[config.mk]
export PLATFORM = sky130hd
export DESIGN_NAME = selective_repeat_receiver_unit
export DESIGN_NICKNAME = d
export VERILOG_FILES = /design/src/rtl/core/srr_pkg.sv /design/src/rtl/core/selective_repeat_receiver_unit.sv /design/src/rtl/core/srr_slot_ram.sv /design/src/rtl/core/srr_ctrl.sv /design/src/rtl/core/srr_out_reg.sv
export SDC_FILE = /design/constraint.sdc
export NUM_CORES = 1
export LEC_CHECK = 0
export BUFFER_PORTS_ARGS = -buffer_cell sky130_fd_sc_hd__buf_2
export CORE_UTILIZATION = 55
export DETAILED_ROUTE_END_ITERATION = 10
export GPL_ROUTABILITY_DRIVEN = 1
export GPL_TIMING_DRIVEN = 1
export PLACE_DENSITY = 0.72
export SETUP_SLACK_MARGIN = 0.02
export SYNTH_ARGS = -nofsm -noshare
export SYNTH_HDL_FRONTEND = slang
export SYNTH_SLANG_ARGS = --single-unit
[constraint.sdc]
create_clock -name clk -period 19.3 [get_ports clk]
set_clock_uncertainty 0.2 [all_clocks]
set_input_delay 0.965 -clock clk [delete_from_list [all_inputs] [get_ports clk]]
set_output_delay 0.965 -clock clk [all_outputs]
set_load 0.05 [all_outputs]
[src/rtl/core/srr_pkg.sv]
`default_nettype none
// ---------------------------------------------------------------------------
// srr_pkg
// Shared types and constants of the selective-repeat receiver.
// ---------------------------------------------------------------------------
package srr_pkg;

	localparam int MAX_WINDOW = 8;
	localparam int IDX_W      = (MAX_WINDOW > 1) ? $clog2(MAX_WINDOW) : 1;
	localparam int WIN_W      = $clog2(MAX_WINDOW + 1);
	localparam int CFG_W      = 4;
	localparam int SEQ_W      = 32;
	localparam int LEN_W      = 11;
	localparam int TAG_W      = 16;
	localparam int FLEN_W     = 32;
	localparam logic [CFG_W-1:0] WINDOW_RESET = CFG_W'(4);

	typedef enum logic [1:0] {
		FUNC_DATA   = 2'd0,
		FUNC_HEADER = 2'd1,
		FUNC_TAIL   = 2'd2,
		FUNC_FIN    = 2'd3
	} func_t;

	typedef enum logic [1:0] {
		KIND_ACK     = 2'd0,
		KIND_START   = 2'd1,
		KIND_DELIVER = 2'd2,
		KIND_CLOSE   = 2'd3
	} kind_t;

	// one held packet
	typedef struct packed {
		logic [TAG_W-1:0] tag;
		logic [LEN_W-1:0] len;
		logic             is_tail;
	} slot_t;

	typedef struct packed {
		logic             we;
		logic [IDX_W-1:0] waddr;
		slot_t            wdata;
		logic [IDX_W-1:0] raddr;
	} slot_req_t;

	typedef struct packed {
		kind_t             kind;
		logic [SEQ_W-1:0]  ack_seq;
		logic [TAG_W-1:0]  tag;
		logic [LEN_W-1:0]  len;
		logic [SEQ_W-1:0]  offset;
		logic [FLEN_W-1:0] file_len;
		logic              file_end;
		logic              last;
	} res_t;

endpackage
`default_nettype wire

[src/rtl/core/selective_repeat_receiver_unit.sv]
`default_nettype none
// ---------------------------------------------------------------------------
// selective_repeat_receiver_unit
// Selective-repeat ARQ receiver: window store, in-order delivery and ACKs.
// ---------------------------------------------------------------------------
// One packet descriptor is taken at a time; in_ready stays low until every
// result it causes has entered the output register. A packet is first
// registered and then classified, and its results follow one by one; each
// delivered slot takes a slot RAM read and then an emit, and a final RAM
// probe ends the drain. Every result waits while out_ready is low and the
// output register is full. The drain is bounded by the single read port of
// the slot RAM. The window register may be written only while no packet is
// in flight.
module selective_repeat_receiver_unit
	import srr_pkg::*;
(
	input  wire logic              clk,
	input  wire logic              arst_n,
	input  wire logic              cfg_we,
	input  wire logic [CFG_W-1:0]  cfg_data,
	input  wire logic              in_valid,
	output logic                   in_ready,
	input  wire logic [1:0]        func,
	input  wire logic [SEQ_W-1:0]  seq,
	input  wire logic              corrupt,
	input  wire logic [LEN_W-1:0]  payload_len,
	input  wire logic [TAG_W-1:0]  payload_tag,
	input  wire logic [FLEN_W-1:0] file_len,
	output logic                   out_valid,
	input  wire logic              out_ready,
	output logic [1:0]             kind,
	output logic [SEQ_W-1:0]       ack_seq,
	output logic [TAG_W-1:0]       out_tag,
	output logic [LEN_W-1:0]       out_len,
	output logic [SEQ_W-1:0]       write_offset,
	output logic [FLEN_W-1:0]      out_file_len,
	output logic                   file_end,
	output logic                   last
);

	slot_req_t slot_req;
	slot_t     slot_rdata;
	logic      res_valid;
	logic      res_ready;
	res_t      res;

	srr_ctrl u_ctrl (
		.clk         (clk),
		.arst_n      (arst_n),
		.cfg_we      (cfg_we),
		.cfg_data    (cfg_data),
		.in_valid    (in_valid),
		.in_ready    (in_ready),
		.func        (func),
		.seq         (seq),
		.corrupt     (corrupt),
		.payload_len (payload_len),
		.payload_tag (payload_tag),
		.file_len    (file_len),
		.slot_req    (slot_req),
		.slot_rdata  (slot_rdata),
		.res_valid   (res_valid),
		.res_ready   (res_ready),
		.res         (res)
	);

	srr_slot_ram u_slot_ram (
		.clk   (clk),
		.req   (slot_req),
		.rdata (slot_rdata)
	);

	srr_out_reg u_out_reg (
		.clk          (clk),
		.arst_n       (arst_n),
		.res_valid    (res_valid),
		.res_ready    (res_ready),
		.res          (res),
		.out_valid    (out_valid),
		.out_ready    (out_ready),
		.kind         (kind),
		.ack_seq      (ack_seq),
		.out_tag      (out_tag),
		.out_len      (out_len),
		.write_offset (write_offset),
		.out_file_len (out_file_len),
		.file_end     (file_end),
		.last         (last)
	);

endmodule
`default_nettype wire

[src/rtl/core/srr_slot_ram.sv]
`default_nettype none
// ---------------------------------------------------------------------------
// srr_slot_ram
// Receive window slot store: one write port, one read port, registered read.
// ---------------------------------------------------------------------------
module srr_slot_ram
	import srr_pkg::*;
(
	input  wire logic      clk,
	input  wire slot_req_t req,
	output slot_t          rdata
);

	slot_t mem [MAX_WINDOW];

	always_ff @(posedge clk) begin
		if (req.we) begin
			mem[req.waddr] <= req.wdata;
		end
		rdata <= mem[req.raddr];
	end

endmodule
`default_nettype wire

[src/rtl/core/srr_ctrl.sv]
`default_nettype none
// ---------------------------------------------------------------------------
// srr_ctrl
// Packet sequencer: classifies a packet, stores it in the window, drains
// consecutive held slots through the slot RAM and issues the results.
// ---------------------------------------------------------------------------
module srr_ctrl
	import srr_pkg::*;
(
	input  wire logic              clk,
	input  wire logic              arst_n,
	input  wire logic              cfg_we,
	input  wire logic [CFG_W-1:0]  cfg_data,
	input  wire logic              in_valid,
	output logic                   in_ready,
	input  wire logic [1:0]        func,
	input  wire logic [SEQ_W-1:0]  seq,
	input  wire logic              corrupt,
	input  wire logic [LEN_W-1:0]  payload_len,
	input  wire logic [TAG_W-1:0]  payload_tag,
	input  wire logic [FLEN_W-1:0] file_len,
	output slot_req_t              slot_req,
	input  wire slot_t             slot_rdata,
	output logic                   res_valid,
	input  wire logic              res_ready,
	output res_t                   res
);

	typedef enum logic [6:0] {
		S_IDLE  = 7'b0000001,
		S_EVAL  = 7'b0000010,
		S_START = 7'b0000100,
		S_CLOSE = 7'b0001000,
		S_RD    = 7'b0010000,
		S_DLV   = 7'b0100000,
		S_ACK   = 7'b1000000
	} state_t;

	state_t             state_q;
	logic [CFG_W-1:0]   ws_q;
	logic               receiving_q;
	logic [SEQ_W-1:0]   base_q;
	logic [SEQ_W-1:0]   bytes_q;
	logic               valid_q [MAX_WINDOW];
	// base_q mod (m+1), kept for every window size
	logic [IDX_W-1:0]   resid_q [MAX_WINDOW];
	logic [WIN_W-1:0]   k_q;

	func_t              func_q;
	logic [SEQ_W-1:0]   seq_q;
	logic               corrupt_q;
	logic [LEN_W-1:0]   len_q;
	logic [TAG_W-1:0]   tag_q;
	logic [FLEN_W-1:0]  flen_q;

	logic [WIN_W-1:0]   w;
	logic [IDX_W-1:0]   wsel;
	logic [IDX_W-1:0]   j;
	logic [SEQ_W-1:0]   off;
	logic [SEQ_W-1:0]   back;
	logic [WIN_W:0]     isum;
	logic [IDX_W-1:0]   widx;
	logic               in_win;
	logic               old_pkt;
	logic               hdr_ok;
	logic               in_xfer;

	always_comb begin
		if (ws_q == '0) begin
			w = WIN_W'(1);
		end else if (int'(ws_q) > MAX_WINDOW) begin
			w = WIN_W'(MAX_WINDOW);
		end else begin
			w = WIN_W'(ws_q);
		end
	end

	assign wsel    = IDX_W'(w - WIN_W'(1));
	assign j       = resid_q[wsel];
	assign off     = seq_q - base_q;
	assign back    = base_q - seq_q;
	assign isum    = (WIN_W + 1)'(j) + (WIN_W + 1)'(off[WIN_W-1:0]);
	assign widx    = (isum >= (WIN_W + 1)'(w)) ? IDX_W'(isum - (WIN_W + 1)'(w))
	                                           : IDX_W'(isum);
	assign in_win  = receiving_q && !corrupt_q && (seq_q >= base_q)
	                 && (off < SEQ_W'(w));
	assign old_pkt = receiving_q && !corrupt_q && (seq_q < base_q)
	                 && (back <= SEQ_W'(w));
	assign hdr_ok  = !corrupt_q && (seq_q == '0) && (func_q == FUNC_HEADER);

	assign in_ready = (state_q == S_IDLE);
	assign in_xfer  = in_valid && in_ready;

	// slot written in EVAL is read no earlier than the RD edge after, so the
	// registered read always sees it
	always_comb begin
		slot_req.we            = (state_q == S_EVAL) && in_win;
		slot_req.waddr         = widx;
		slot_req.wdata.tag     = tag_q;
		slot_req.wdata.len     = len_q;
		slot_req.wdata.is_tail = (func_q == FUNC_TAIL);
		slot_req.raddr         = j;
	end

	always_comb begin
		res       = '0;
		res.kind  = KIND_ACK;
		res_valid = 1'b0;
		unique case (state_q)
			S_START: begin
				res_valid    = 1'b1;
				res.kind     = KIND_START;
				res.file_len = flen_q;
			end
			S_CLOSE: begin
				res_valid = 1'b1;
				res.kind  = KIND_CLOSE;
				res.last  = 1'b1;
			end
			S_DLV: begin
				res_valid    = 1'b1;
				res.kind     = KIND_DELIVER;
				res.tag      = slot_rdata.tag;
				res.len      = slot_rdata.len;
				res.offset   = bytes_q;
				res.file_end = slot_rdata.is_tail;
			end
			S_ACK: begin
				res_valid   = 1'b1;
				res.ack_seq = seq_q;
				res.last    = 1'b1;
			end
			default: begin
				res_valid = 1'b0;
			end
		endcase
	end

	always_ff @(posedge clk) begin
		if (in_xfer) begin
			func_q    <= func_t'(func);
			seq_q     <= seq;
			corrupt_q <= corrupt;
			len_q     <= payload_len;
			tag_q     <= payload_tag;
			flen_q    <= file_len;
		end
	end

	always_ff @(posedge clk or negedge arst_n) begin
		if (!arst_n) begin
			state_q     <= S_IDLE;
			ws_q        <= WINDOW_RESET;
			receiving_q <= 1'b0;
			base_q      <= '0;
			bytes_q     <= '0;
			k_q         <= '0;
			for (int m = 0; m < MAX_WINDOW; m++) begin
				valid_q[m] <= 1'b0;
				resid_q[m] <= '0;
			end
		end else begin
			if (cfg_we) begin
				ws_q <= cfg_data;
			end
			unique case (state_q)
				S_IDLE: begin
					if (in_xfer) begin
						state_q <= S_EVAL;
					end
				end
				S_EVAL: begin
					k_q <= '0;
					if (!receiving_q) begin
						if (func_q == FUNC_FIN) begin
							state_q <= S_CLOSE;
						end else if (hdr_ok) begin
							receiving_q <= 1'b1;
							base_q      <= SEQ_W'(1);
							bytes_q     <= '0;
							for (int m = 0; m < MAX_WINDOW; m++) begin
								resid_q[m] <= (m == 0) ? '0 : IDX_W'(1);
							end
							state_q <= S_START;
						end else begin
							state_q <= S_IDLE;
						end
					end else if (in_win) begin
						valid_q[widx] <= 1'b1;
						state_q       <= S_RD;
					end else if (old_pkt) begin
						state_q <= S_ACK;
					end else begin
						state_q <= S_IDLE;
					end
				end
				S_START: begin
					if (res_ready) begin
						state_q <= S_ACK;
					end
				end
				S_CLOSE, S_ACK: begin
					if (res_ready) begin
						state_q <= S_IDLE;
					end
				end
				S_RD: begin
					if (k_q == w || !valid_q[j]) begin
						state_q <= S_ACK;
					end else begin
						state_q <= S_DLV;
					end
				end
				S_DLV: begin
					if (res_ready) begin
						bytes_q <= bytes_q + SEQ_W'(slot_rdata.len);
						if (slot_rdata.is_tail) begin
							receiving_q <= 1'b0;
							base_q      <= '0;
							for (int m = 0; m < MAX_WINDOW; m++) begin
								valid_q[m] <= 1'b0;
								resid_q[m] <= '0;
							end
							state_q <= S_ACK;
						end else begin
							valid_q[j] <= 1'b0;
							base_q     <= base_q + SEQ_W'(1);
							k_q        <= k_q + WIN_W'(1);
							for (int m = 0; m < MAX_WINDOW; m++) begin
								resid_q[m] <= (resid_q[m] == IDX_W'(m)) ? '0
								              : resid_q[m] + IDX_W'(1);
							end
							state_q <= S_RD;
						end
					end
				end
				default: begin
					state_q <= S_IDLE;
				end
			endcase
		end
	end

endmodule
`default_nettype wire

[src/rtl/core/srr_out_reg.sv]
`default_nettype none
// ---------------------------------------------------------------------------
// srr_out_reg
// Result output register; takes a new result in the cycle the old one leaves.
// ---------------------------------------------------------------------------
module srr_out_reg
	import srr_pkg::*;
(
	input  wire logic               clk,
	input  wire logic               arst_n,
	input  wire logic               res_valid,
	output logic                    res_ready,
	input  wire res_t               res,
	output logic                    out_valid,
	input  wire logic               out_ready,
	output logic [1:0]              kind,
	output logic [SEQ_W-1:0]        ack_seq,
	output logic [TAG_W-1:0]        out_tag,
	output logic [LEN_W-1:0]        out_len,
	output logic [SEQ_W-1:0]        write_offset,
	output logic [FLEN_W-1:0]       out_file_len,
	output logic                    file_end,
	output logic                    last
);

	logic valid_q;
	res_t data_q;

	assign res_ready = !valid_q || out_ready;

	always_ff @(posedge clk or negedge arst_n) begin
		if (!arst_n) begin
			valid_q <= 1'b0;
		end else if (res_valid && res_ready) begin
			valid_q <= 1'b1;
		end else if (out_ready) begin
			valid_q <= 1'b0;
		end
	end

	always_ff @(posedge clk) begin
		if (res_valid && res_ready) begin
			data_q <= res;
		end
	end

	assign out_valid    = valid_q;
	assign kind         = data_q.kind;
	assign ack_seq      = data_q.ack_seq;
	assign out_tag      = data_q.tag;
	assign out_len      = data_q.len;
	assign write_offset = data_q.offset;
	assign out_file_len = data_q.file_len;
	assign file_end     = data_q.file_end;
	assign last         = data_q.last;

endmodule
`default_nettype wire
==> Word level (Yosys, flattened, before mapping) <==
Memory sizes are Yosys's and may differ from the RTL's. A register that Yosys moved wholly into a read port is not among the register bits.
Cells that the tools add are included.
{ "op_classes": {"n_bitwise": 6, "eq_ne": 29, "n_mux": 71, "order_cmp": 11, "addsub": 16, "n_reduce_logical": 29} }
{ "ops": {"columns": ["cell", "count"], "rows": [
  ["32-bit 2-to-1 mux", 9],
  ["32-bit case mux with 2 select lines", 2],
  ["24-bit 2-to-1 mux", 5],
  ["7-bit 2-to-1 mux", 10],
  ["32-bit subtractor", 2],
  ["24-bit case mux with 2 select lines", 1],
  ["7-bit case mux with 6 select lines", 1],
  ["3-bit 2-to-1 mux", 12],
  ["32-bit by 1-bit adder with 32-bit output (second input constant)", 1],
  ["32-bit by 11-bit adder with 32-bit output", 1],
  ["32-bit >= comparator", 1],
  ["32-bit by 4-bit less-or-equal comparator with 1-bit output", 1],
  ["32-bit zero test", 1],
  ["32-bit < comparator", 1],
  ["32-bit by 4-bit < comparator with 1-bit output", 1],
  ["8-bit 2-to-1 mux", 4],
  ["3-bit by 1-bit adder with 3-bit output (second input constant)", 8],
  ["4-bit 2-to-1 mux", 4],
  ["8-bit case mux with 2 select lines", 1],
  ["1-bit 2-to-1 mux", 15],
  ["2-bit by 1-bit inequality test with 1-bit output (second input constant)", 7],
  ["3-bit == test (second input constant)", 4],
  ["4-bit >= comparator (second input constant)", 3],
  ["1-bit logical AND", 12],
  ["other kinds (40)", 55]
]} }
{ "totals": {"n_memories": 1, "output_inout_bits": 129, "ramBits": 224, "in_bits": 103, "ff_bits": 334, "elab_cells": 200} }
{ "mem_list": {"columns": ["name", "depth", "word_bits", "read_ports", "rd_ports_with_merged_regs", "wr", "line", "source"], "rows": [
  ["u_slot_ram.mem", 8, 28, 1, 1, 1, "srr_slot_ram.sv:14", "slot_t mem [MAX_WINDOW];"]
]} }

==> Longest topological paths before layout <==
{ "depth": {"depth_word": 20, "mapped_depth": 23, "depth_no_buf": 20} }

==> By module <==
A second synthesis with hierarchy kept.
{ "unflattened": {"hier_cells": 2119, "hier_area_um2": 27437.6} }
{ "by_module_without_submodules": {"columns": ["mod", "cells_per_inst", "seq_area_each_um2", "area_each_um2", "instances"], "rows": [
  ["srr_ctrl", 1624, 5627.9, 14527.7, 1],
  ["srr_slot_ram", 364, 7287.0, 9042.4, 1],
  ["srr_out_reg", 131, 3838.7, 3867.5, 1]
]} }

==> Least setup slack after synthesis <==
OpenSTA, ideal clock, no wires.
{ "synth_timing": {"path_kind": "register -> register", "start": "reg u_ctrl.state_q[3]", "end": "reg u_out_reg.data_q (netlist bit u_out_reg.ack_seq[0]) (enable)", "required_ns": 18.484, "setup_ns": 0.616, "n_path_buf": 0, "synth_period_minus_slack_ns": 7.478, "path_slack_ns": 11.822, "path_stages_with_launch": 6, "t_arrival_ns": 6.663, "path_cell_list": "dfrtp_1 > nor3_1 > nand2_1 > nor2_1 > nor3_1 > nor2_1"} }
{ "synth_between": {"elab_chain_cells": 4, "elab_cells_between_ends": 7, "classes_between": "eq/ne: 4; mux: 1; reduce/logical: 2"} }
{ "synth_lines": {"columns": ["element", "line", "source"], "rows": [
  ["from (decl)", "srr_ctrl.sv:39", "state_t state_q;"],
  ["from (signal assigned)", "srr_ctrl.sv:152", "state_q <= S_IDLE;"],
  ["from (signal assigned)", "srr_ctrl.sv:169", "state_q <= S_EVAL;"],
  ["from (signal assigned)", "srr_ctrl.sv:176", "state_q <= S_CLOSE;"],
  ["7-bit by 3-bit == test with 1-bit output (tied with other cells)", "srr_ctrl.sv:109", "unique case (state_q)"],
  ["4-bit OR reduction (no line) *", null, null],
  ["1-bit 2-to-1 mux *", "srr_ctrl.sv:109", null],
  ["1-bit logical AND *", "srr_out_reg.sv:42", "if (res_valid && res_ready) begin"],
  ["to (signal assigned)", "srr_out_reg.sv:43", "data_q <= res;"],
  ["to (decl)", "srr_out_reg.sv:27", "res_t data_q;"]
]} }
Mark *: on every way between the ends. The rest lies on a longest branch, timed or not.
A chain may end at the register's enable or synchronous reset.

==> Worst setup path in the final report <==
{ "layout_timing": {"start": "reg u_ctrl.ws_q[1]", "end": "mem u_slot_ram.mem[0][20] in the netlist's numbering (enable)"} }
{ "layout_between": {"elab_chain_cells": 11, "elab_cells_between_ends": 18, "classes_between": "add/sub: 3; order compare: 3; mux: 8; bitwise: 1; reduce/logical: 3"} }
{ "layout_lines": {"columns": ["element", "line", "source"], "rows": [
  ["from (decl)", "srr_ctrl.sv:40", "logic [CFG_W-1:0] ws_q;"],
  ["from (signal assigned)", "srr_ctrl.sv:164", "ws_q <= cfg_data;"],
  ["4-bit > comparator", "srr_ctrl.sv:71", "end else if (int'(ws_q) > MAX_WINDOW) begin"],
  ["4-bit 2-to-1 mux", "srr_ctrl.sv:71", null],
  ["4-bit 2-to-1 mux *", "srr_ctrl.sv:69", "if (ws_q == '0) begin"],
  ["3-bit by 1-bit subtractor with 3-bit output", "srr_ctrl.sv:78", "assign wsel = IDX_W'(w - WIN_W'(1));"],
  ["3-bit inverter with 4-bit output (not written as such)", "srr_ctrl.sv:79", "assign j = resid_q[wsel];"],
  ["3-bit binary-select mux with 3-bit select", "srr_ctrl.sv:79", null],
  ["3-bit 2-to-1 mux (not written as such) (2 in a row)", "srr_ctrl.sv:79", null],
  ["3-bit by 4-bit adder with 5-bit output", "srr_ctrl.sv:82", "assign isum = (WIN_W + 1)'(j) + (WIN_W + 1)'(off[WIN_W-1:0]);"],
  ["5-bit by 4-bit >= comparator with 1-bit output or 3-bit subtractor (tied branches)", "srr_ctrl.sv:83", "assign widx = (isum >= (WIN_W + 1)'(w)) ? IDX_W'(isum - (WIN_W + 1)'(w))"],
  ["3-bit 2-to-1 mux", "srr_ctrl.sv:83", null],
  ["to (decl)", "srr_slot_ram.sv:14", null]
]} }
Mark *: on every way between the ends. The rest lies on a longest branch, timed or not. The select of a mux whose other input is x is not followed.

==> results.py <==
metrics = {
    "timing": {
        "tightestPinTransition_ns": 1.16,
        "finalSetupViolations": 0,
        "hold_viol": 0,
        "setup_slack_ns": 11.20,
        "min_period_ns": 8.10,
        "fin_crit_sh_pct": 42.0,
        "tns_ns": 0,
        "grt_setup_unrepaired": "false",
        "hold_slack_ns": 0.0981,
        "slew_headroom_pct": 22.7,
        "drv_slew": 0,
        "max_freq_mhz": 123,
    },
    "synthesis": {
        "synthTopCellsByArea": "edfxtp_1, dfrtp_1, ha_1, and2_1, nand2_1",
        "synth_top_area_share_pct": 47.7,
        "ys_seq_area_share_pct": 59.8,
        "netlist_instances": 2385,
        "yosysUniqueCellTypes": 99,
        "netlist_area_um2": 28000,
        "yosysTopAreaCell": "edfxtp_1",
        "synth-async-reset-ratio_pct": 19.3,
        "ys_seq_elements": 586,
        "synth_flop_cell": "edfxtp_1",
        "synth_edf_count": 445,
        "yosys_warnings": 0,
        "syn_nets": 2591,
        "syn_avg_cell_area_um2": 11.7,
    },
    "route": {
        "wl_per_cell_um": 23.7,
        "initialDrtViolationCount": 1981,
        "via_per_inst": 6.10,
        "ant_nets": 0,
        "drt_wl_total_um": 79100,
        "vias": 20333,
        "drc": 0,
        "first_pass_iters": 8,
    },
    "final_layout": {
        "drive_above_1_share_pct": 15.6,
        "fin_area_um2": 31700,
        "multi_input_area_um2": 10400,
        "fill_cells": 3883,
        "final_util_pct": 63.2,
        "seqCellArea_um2": 16800,
        "fin_cells": 3334,
        "antenna_cells": 0,
        "areaGrowthSynthToFinish_pct": 13.3,
        "nets": 2819,
    },
    "critical_path": {
        "critPathMaxFanout": 41,
        "cp_data_arrival_time_ns": 8.18,
        "critical_path_class": "reg2reg",
        "start_kind": "flip-flop",
        "cp-end-kind": "flip-flop",
        "required_ns": 19.38,
    },
    "place": {
        "dp_hpwl_um": 57100,
        "gp_congestion": 1.02,
        "placed_area_um2": 29800,
        "dp_cells": 3226,
        "post-place-ws_ns": 11.25,
        "port_buffers": 231,
    },
    "clock_network": {
        "clock_path_buffers": 3,
        "cts_root_buffer": "clkbuf_16",
        "cts_made_buffers": 57,
        "cts_hold_buffers": 0,
        "clkTransAtPathRegs_ns": 0.07,
        "postCtsSetupBuffers": 0,
        "clkSinkCount": 586,
        "cts_tree": "yes",
        "clock_latency_ns": 0.62,
        "cts_resized": 0,
        "cts_max_level": 2,
    },
    "grt": {
        "grt_pass1_vias": 19975,
        "use_met2_pct": 50.9,
        "grt_max_degree": 82,
        "grt_pass1_wl_um": 119000,
        "grt-busiest-layer": "met2",
        "use_met3_pct": 4.56,
        "antenna_found_initial": 1,
        "grt_overflow_total": 0,
        "use_met1_pct": 40.6,
        "grt.total_usage_pct": 30.8,
    },
    "job": {
        "max_cap_violations": 0,
    },
    "worst_hold_path": {
        "worstHoldPathType": "in2async",
    },
    "power": {
        "irDropWorstVdd_mv": 0.0914,
        "p_leak_nw": 12.6,
        "power_mw": 3.30,
        "powerDensity_nw_per_um2": 104,
    },
    "floorplan": {
        "rows": 82,
        "start_util_pct": 55.8,
        "die_width_um": 228,
        "die_h_um": 228,
        "dieArea_um2": 51800,
        "io_pins": 232,
        "coreArea_um2": 50200,
    },
    "status": {
        "status": "completed",
    },
}
worst max-delay path: stages, from the launching register on:
cell      delay (ns)
dfrtp_1         0.43
o21bai_1        0.53
and2_1          0.33
clkinv_1        0.25
ha_1            0.31
xnor2_1         0.41
mux4_2          0.56
buf_4           0.32
inv_1           0.50
ha_1            0.27
inv_1           0.06
fa_1            0.58
inv_1           0.07
ha_1            0.27
a21oi_1         0.13
nor2b_1         0.05
o21ai_0         0.16
nand2_1         0.08
nor2_1          0.38
mux2i_1         0.49
nand4_1         0.42
nor2_2          0.51
buf_4           0.43
cells in the final DEF, fill, tap and decap left out, types with 9 or more instances in the layout:
master / count
ha_1: 98
nor3_1: 37
a221oi_1: 19
edfxtp_1: 445
nor2b_1: 21
a21o_1: 29
mux2_2: 14
and3_1: 19
o21a_1: 20
a21oi_1: 144
a31oi_1: 12
and2_1: 132
dfxtp_1: 28
nand2b_1: 14
xor2_1: 20
or3_1: 17
mux2i_1: 39
inv_1: 111
o211ai_1: 19
o21bai_1: 17
clkinv_1: 10
o21ai_0: 139
nor4_1: 26
a211oi_1: 19
o22ai_1: 10
a22oi_1: 17
nand4_1: 43
buf_4: 35
nor2_1: 161
o31ai_1: 10
buf_2: 230
nand3_1: 45
clkbuf_16: 59
nor2_2: 9
dfrtp_1: 111
a22o_1: 11
clkbuf_1: 19
xnor2_1: 61
nand2_1: 210
Yosys cell counts (45+ instances only):
cell type / count
nor2_1: 172
nand2_1: 210
edfxtp_1: 445
inv_1: 111
and2_1: 133
nand3_1: 45
xnor2_1: 61
clkbuf_1: 57
dfrtp_1: 111
ha_1: 98
o21ai_0: 139
a21oi_1: 144
final cells by class:
| cell class | count | share of cell area, % |
|---|---|---|
| Sequential cell | 586 | 52.8 |
| Multi-Input combinational cell | 1591 | 32.8 |
| Clock buffer | 80 | 4.97 |
| Timing Repair Buffer | 265 | 4.46 |
| Tap cell | 672 | 2.65 |
| Inverter | 112 | 1.33 |
| Clock inverter | 28 | 0.963 |
where the power goes:
part | total [mW] | internal, mW | switching (mW)
Clock | 1.11 | 0.639 | 0.474
Sequential | 1.53 | 1.46 | 0.0747
Combinational | 0.656 | 0.213 | 0.443
Total | 3.30 | 2.31 | 0.991
final timing paths:
path                                        from               endpoint  slack [ns]  cells past startpoint
setup / recovery                  u_ctrl.ws_q[1]  u_slot_ram.mem[0][20]       11.20                     22
hold / removal                            arst_n      u_ctrl.base_q[29]         0.1                      1
setup reg to reg                  u_ctrl.ws_q[1]  u_slot_ram.mem[0][20]       11.20                     22
hold reg to reg            u_slot_ram.mem[4][19]   u_slot_ram.rdata[19]        0.27                      1
max in group asynchronous                 arst_n       u_ctrl.base_q[5]       17.32                      2
min in group clk           u_slot_ram.mem[4][19]   u_slot_ram.rdata[19]        0.27                      1
layer usage:
metal	vias up	share of wire (%)
met5	-	0
met4	0	4.3
met3	182	6.1
met2	801	48
met1	10063	41
li1	9287	-
sequential cells by signal, indices dropped and copies added, names as in the netlist, 24 cells and up:
signal	flops
u_out_reg.out_file_len	32
u_slot_ram.mem	224
u_ctrl.resid_q	24
u_ctrl.seq_q	32
u_ctrl.base_q	32
u_out_reg.ack_seq	32
u_out_reg.write_offset	32
u_ctrl.bytes_q	32
u_ctrl.flen_q	32
u_slot_ram.rdata	28
cells by family (layout without fill, tap and decap cells):
| family | Yosys count | after routing | share of synthesized area, % |
|---|---|---|---|
| adder cells (fa/ha/maj) | 103 | 103 | 4.74 |
| multiplexers | 55 | 55 | 2.12 |
| AO/OA/AOI/OAI | 565 | 565 | 13.4 |
| XOR/XNOR | 81 | 81 | 2.53 |
| flip-flops | 586 | 586 | 59.8 |
| AND/OR/NAND/NOR | 787 | 787 | 14.2 |
| buffers and inverters | 208 | 485 | 3.19 |
Power figures use the tool's default switching activity.
